`config.mk`:
```
export PLATFORM = sky130hd
export DESIGN_NAME = tpbi_scale_unit
export DESIGN_NICKNAME = d
export VERILOG_FILES = /design/src/hdl/tpbi_pkg.sv /design/src/hdl/tpbi_scale_unit.sv
export SDC_FILE = /design/constraint.sdc
export NUM_CORES = 2
export LEC_CHECK = 0
export BUFFER_PORTS_ARGS = -buffer_cell sky130_fd_sc_hd__buf_2
export CORE_ASPECT_RATIO = 0.5
export CORE_UTILIZATION = 35
export CTS_CLUSTER_DIAMETER = 120
export DETAILED_ROUTE_END_ITERATION = 10
export PLACE_DENSITY = 0.58
export SYNTH_ARGS = -nofsm -noshare
export SYNTH_HDL_FRONTEND = slang
export SYNTH_SLANG_ARGS = --single-unit
```
`constraint.sdc`:
```
create_clock -name clock -period 14.3 [get_ports clock]
set_input_delay 1.43 -clock clock [delete_from_list [all_inputs] [get_ports clock]]
set_output_delay 1.43 -clock clock [all_outputs]
set_load 0.01 [all_outputs]
```
`src/hdl/tpbi_pkg.sv`:
```
// ----------------------------------------------------------------------------
// Timed pose buffer package
// Shared constants, entry layout, sequencer states and the ring slot helper.
// ----------------------------------------------------------------------------
package tpbi_pkg;

   localparam int DEPTH  = 64;
   localparam int ADDR_W = $clog2(DEPTH);
   localparam int CNT_W  = $clog2(DEPTH + 1);

   localparam logic [31:0] RETENTION_RESET = 32'd1000000;

   localparam logic [2:0] ST_READY    = 3'd0;
   localparam logic [2:0] ST_EMPTY    = 3'd1;
   localparam logic [2:0] ST_TOO_OLD  = 3'd2;
   localparam logic [2:0] ST_FUTURE   = 3'd3;
   localparam logic [2:0] ST_CLOCK    = 3'd4;
   localparam logic [2:0] ST_OVERFLOW = 3'd5;

   localparam logic MODE_PUSH = 1'b0;

   localparam logic [1:0] OP_X       = 2'd0;
   localparam logic [1:0] OP_Y       = 2'd1;
   localparam logic [1:0] OP_HEADING = 2'd2;

   typedef struct packed {
      logic [31:0] stamp;
      logic [31:0] x;
      logic [31:0] y;
      logic [15:0] heading;
   } entry_type;

   typedef struct packed {
      logic        start;
      logic [31:0] mag;
      logic [31:0] t;
      logic [31:0] d;
   } scale_cmd_type;

   typedef enum logic [4:0] {
      S_IDLE, S_PUSH_RD, S_PUSH_CHK, S_PUSH_WR, S_PRUNE_RD, S_PRUNE_CHK,
      S_OLD_RD, S_OLD_CHK, S_NEW_RD, S_NEW_CHK, S_SRCH_RD, S_SRCH_CHK,
      S_HI_RD, S_HI_CHK, S_LO_RD, S_LO_CHK, S_SCALE, S_WAIT, S_DONE
   } state_type;

   typedef enum logic [1:0] {SC_IDLE, SC_MUL, SC_ADD, SC_DIV} scale_state_type;

   function automatic logic [ADDR_W-1:0] slot(input logic [ADDR_W-1:0] oldest,
                                              input logic [CNT_W-1:0]  k);
      logic [CNT_W:0] sum;
      sum = {{(CNT_W + 1 - ADDR_W){1'b0}}, oldest} + {1'b0, k};
      if (sum >= (CNT_W + 1)'(DEPTH)) begin
         sum = sum - (CNT_W + 1)'(DEPTH);
      end
      return sum[ADDR_W-1:0];
   endfunction

endpackage

```
`src/hdl/tpbi_scale_unit.sv`:
```
// ----------------------------------------------------------------------------
// Scale unit
// Computes round(mag * t / d) for t < d: one multiply, one rounding add, then
// a restoring divide that retires one quotient bit per cycle.
// ----------------------------------------------------------------------------
module tpbi_scale_unit (
   input  logic                   clock,
   input  logic                   reset,
   input  tpbi_pkg::scale_cmd_type cmd,
   output logic                   done,
   output logic [31:0]            quotient
);

   tpbi_pkg::scale_state_type state_ff, state_in;
   logic [31:0] a_ff, b_ff, d_ff;
   logic [63:0] prod_ff;
   logic [31:0] rem_ff, low_ff;
   logic [5:0]  cnt_ff;
   logic        done_ff;
   logic [64:0] num;
   logic [32:0] trial;
   logic        qbit;

   assign num   = {1'b0, prod_ff} + {33'd0, 1'b0, d_ff[31:1]};
   assign trial = {rem_ff, low_ff[31]};
   assign qbit  = trial >= {1'b0, d_ff};

   always_comb begin
      state_in = state_ff;
      unique case (state_ff)
         tpbi_pkg::SC_IDLE: begin
            if (cmd.start) state_in = tpbi_pkg::SC_MUL;
         end
         tpbi_pkg::SC_MUL: state_in = tpbi_pkg::SC_ADD;
         tpbi_pkg::SC_ADD: state_in = tpbi_pkg::SC_DIV;
         tpbi_pkg::SC_DIV: begin
            if (cnt_ff == 6'd1) state_in = tpbi_pkg::SC_IDLE;
         end
         default: state_in = tpbi_pkg::SC_IDLE;
      endcase
   end

   always_ff @(posedge clock) begin
      if (reset) begin
         state_ff <= tpbi_pkg::SC_IDLE;
         done_ff  <= 1'b0;
      end else begin
         state_ff <= state_in;
         done_ff  <= (state_ff == tpbi_pkg::SC_DIV) && (cnt_ff == 6'd1);
      end
      unique case (state_ff)
         tpbi_pkg::SC_IDLE: begin
            a_ff <= cmd.mag;
            b_ff <= cmd.t;
            d_ff <= cmd.d;
         end
         tpbi_pkg::SC_MUL: prod_ff <= a_ff * b_ff;
         tpbi_pkg::SC_ADD: begin
            rem_ff <= num[63:32];
            low_ff <= num[31:0];
            cnt_ff <= 6'd32;
         end
         tpbi_pkg::SC_DIV: begin
            rem_ff <= qbit ? 32'(trial - {1'b0, d_ff}) : trial[31:0];
            low_ff <= {low_ff[30:0], qbit};
            cnt_ff <= cnt_ff - 6'd1;
         end
         default: ;
      endcase
   end

   assign done     = done_ff;
   assign quotient = low_ff;

   a_start_idle: assert property (@(posedge clock) disable iff (reset)
      cmd.start |-> state_ff == tpbi_pkg::SC_IDLE)
      else $error("scale start while unit is running");
   a_done_after_div: assert property (@(posedge clock) disable iff (reset)
      done_ff |-> $past(state_ff) == tpbi_pkg::SC_DIV)
      else $error("scale done without a divide step");
   a_rem_bound: assert property (@(posedge clock) disable iff (reset)
      state_ff == tpbi_pkg::SC_DIV |-> rem_ff < d_ff)
      else $error("divide remainder out of range");

endmodule

```
==> impl_metrics.py <==
metrics = {
    "floorplanning": {
        "core_um2": 129000,
        "fp.dieW_um": 512,
        "rows": 93,
        "chipHeight_um": 257,
        "initial_utilization": 0.353,
        "die-area_um2": 131000,
        "pin_count": 132,
    },
    "global_route": {
        "groute.usage.overall": 0.207,
        "grt_pass1_wl_um": 211000,
        "antenna_found_initial": 3,
        "grt_pass1_vias": 35584,
        "gr-total-overflow": 0,
        "grt_max_degree": 75,
    },
    "logic_synthesis": {
        "netlist_area_um2": 45500,
        "async_reset_ff_frac": 0,
        "synth_top_area_cell": "fa_1",
        "avgSynthCellArea_um2": 9.57,
        "ys.flop_type": "edfxtp_1",
        "synth.area.top_cells": "fa_1 (40%), edfxtp_1 (15%), ha_1 (9.2%)",
        "ys_seq_elements": 233,
        "synth_top_area_share": 0.395,
        "synth_cell_types": 76,
        "syn_inst": 4754,
        "ys_warn_count": 0,
        "synth_nets": 6084,
        "seq_area_frac_synth": 0.153,
        "synth_edf_count": 230,
    },
    "sta": {
        "setup_viol": 0,
        "layout_setup_ws_ps": 5960,
        "fin_worst_skew_ps": 43.1,
        "max_slew_margin": 0.350,
        "holdWs_ps": 560,
        "fin_crit_ps": 8340,
        "slew_viol_final": 0,
        "fmax_mhz": 120,
        "fin_tns_setup_ps": 0,
        "finalCritPeriodShare": 0.583,
        "rsz0062_at_grt": "false",
        "worst_slew_pin_slew_ps": 975,
        "finalHoldViolations": 0,
    },
    "routing": {
        "viasPerCell": 5.09,
        "drtAntennaViolNets": 0,
        "vias": 32907,
        "wl_per_cell_um": 20.8,
        "first_iter_violations": 2600,
        "drc": 6,
        "wl_um": 135000,
        "firstDrtPassIters": 11,
    },
    "setup_path": {
        "start_kind": "register",
        "crit_top_cell": "fa_1",
        "crit_required_ps": 14700,
        "arrival_ps": 8740,
        "path_max_fanout": 32,
        "crit_path_max_incr_delay_ps": 570,
        "cp-startpoint": "a_ff[29]",
        "cpMaxStageDelayCell": "fa_1",
        "timing_worst_setup_path_type": "reg -> reg",
        "r2r_start": "a_ff[29]",
        "endpoint_kind": "register",
    },
    "placed_design": {
        "port_buffers": 131,
        "pre_cts_ws_ps": 6070,
        "dpl_cell_area_um2": 47900,
        "dp_hpwl_um": 101000,
        "routabilityCongestion": 0.957,
    },
    "clock_network": {
        "clockRootBuffer": "clkbuf_16",
        "clkSinkCount": 233,
        "cts_tree": "yes",
        "htreeDepth": 1,
        "post_cts_buffers": 0,
        "clock_latency_ps": 650,
        "cts_resized": 0,
        "hold_buffers": 0,
        "cts_max_path_buffers": 3,
        "clk_pin_slew_ps": 70,
        "numCtsBuffers": 28,
    },
    "status": {
        "outcome": "finished, violations left",
        "violations": "design-rule violations",
    },
    "hold_path": {
        "min_from": "quotient[19]",
        "hold_class": "reg -> reg",
    },
    "layout": {
        "drive_gt1_frac": 0.0565,
        "syn_to_final_growth_pct": 7.29,
        "fin_nets": 6069,
        "stdcell_area_um2": 48800,
    },
    "run": {
        "drv_cap": 0,
    },
}
[cell usage in the layout, fill, tap and decap left out, drive strengths merged, types with 17 or more instances in the layout]
cell type	count
inv	958
fa	898
nand2	595
and2	578
ha	333
edfxtp	230
buf	201
o21ai	143
a21oi	119
xnor2	87
nor2	84
a21o	70
xor2	55
nand4	37
nand3	34
clkbuf	31
nor3	25
a31oi	25
mux2i	20
and3	19
o211ai	17
[final timing paths]
| path | end | slack (ps) | cells after the start |
|---|---|---|---|
| worst min register to register | quotient[20] | 560 | 2 |
| worst max-delay path | prod_ff[60] | 5960 | 26 |
| worst max register to register | prod_ff[60] | 5960 | 26 |
| worst min-delay path | quotient[20] | 560 | 2 |
[cell families after synthesis]
| family | synth area share |
|---|---|
| AOI/OAI and AO/OA | 0.0678 |
| xor gates and xnor gates | 0.0273 |
| DFF | 0.153 |
| muxes | 0.00539 |
| adders and majority gates | 0.487 |
| buffers and inverters | 0.0994 |
| and+or+nand+nor | 0.160 |
[critical path, delay by kind of cell, from the launching register on]
kind | cells | cell delay (ps)
flip-flops | 1 | 330
buffers and inverters | 6 | 710
adder cells (fa/ha/maj) | 9 | 4540
AO/OA/AOI/OAI | 6 | 1530
AND/OR/NAND/NOR | 5 | 980
[synthesized netlist by cell type, drive strengths merged, types with 37 or more instances]
| cell | n |
|---|---|
| inv | 955 |
| o21ai | 143 |
| and2 | 578 |
| xnor2 | 87 |
| a21oi | 119 |
| nand4 | 37 |
| nand2 | 595 |
| edfxtp | 230 |
| nor2 | 84 |
| clkbuf | 239 |
| ha | 333 |
| a21o | 70 |
| fa | 898 |
| xor2 | 55 |
[layout make-up]
type	instances	area, um2
Sequential cell	233	6970
Timing Repair Buffer	201	1180
Clock buffer	31	712
Antenna cell	3	7.51
Fill cell	12731	80000
Clock inverter	18	174
Tap cell	1710	2140
Multi-Input combinational cell	3320	34000
Inverter	955	3580
[sequential cells by signal, indices dropped and copies added (netlist names), 2 cells and up]
name,flops
prod_ff,64
a_ff,32
b_ff,32
d_ff,32
quotient,32
rem_ff,32
cnt_ff,6
state_ff,2
[stage by stage]
| step | utilization | std cells |
|---|---|---|
| 2_1_floorplan | - | 4754 |
| 3_3_place_gp | 0.372 | 6419 |
| 3_5_place_dp | 0.372 | 6419 |
| 4_1_cts | 0.379 | 6468 |
| 5_1_grt | 0.379 | 6469 |
| 6_report | 0.379 | 6471 |
[per-layer routing]
| layer | routed length, um | track usage | share of wire | vias to the layer above |
|---|---|---|---|---|
| li1 | - | - | - | 14570 |
| met1 | 60100 | 0.289 | 0.45 | 16982 |
| met2 | 59700 | 0.326 | 0.44 | 1191 |
| met3 | 12000 | 0.0504 | 0.089 | 164 |
| met4 | 2960 | 0.0447 | 0.022 | 0 |
| met5 | 0 | 0 | 0 | - |
Power is left out: the tool's default activity adds up to more than one toggle a clock period on the data nets, which glitch-free logic cannot reach.
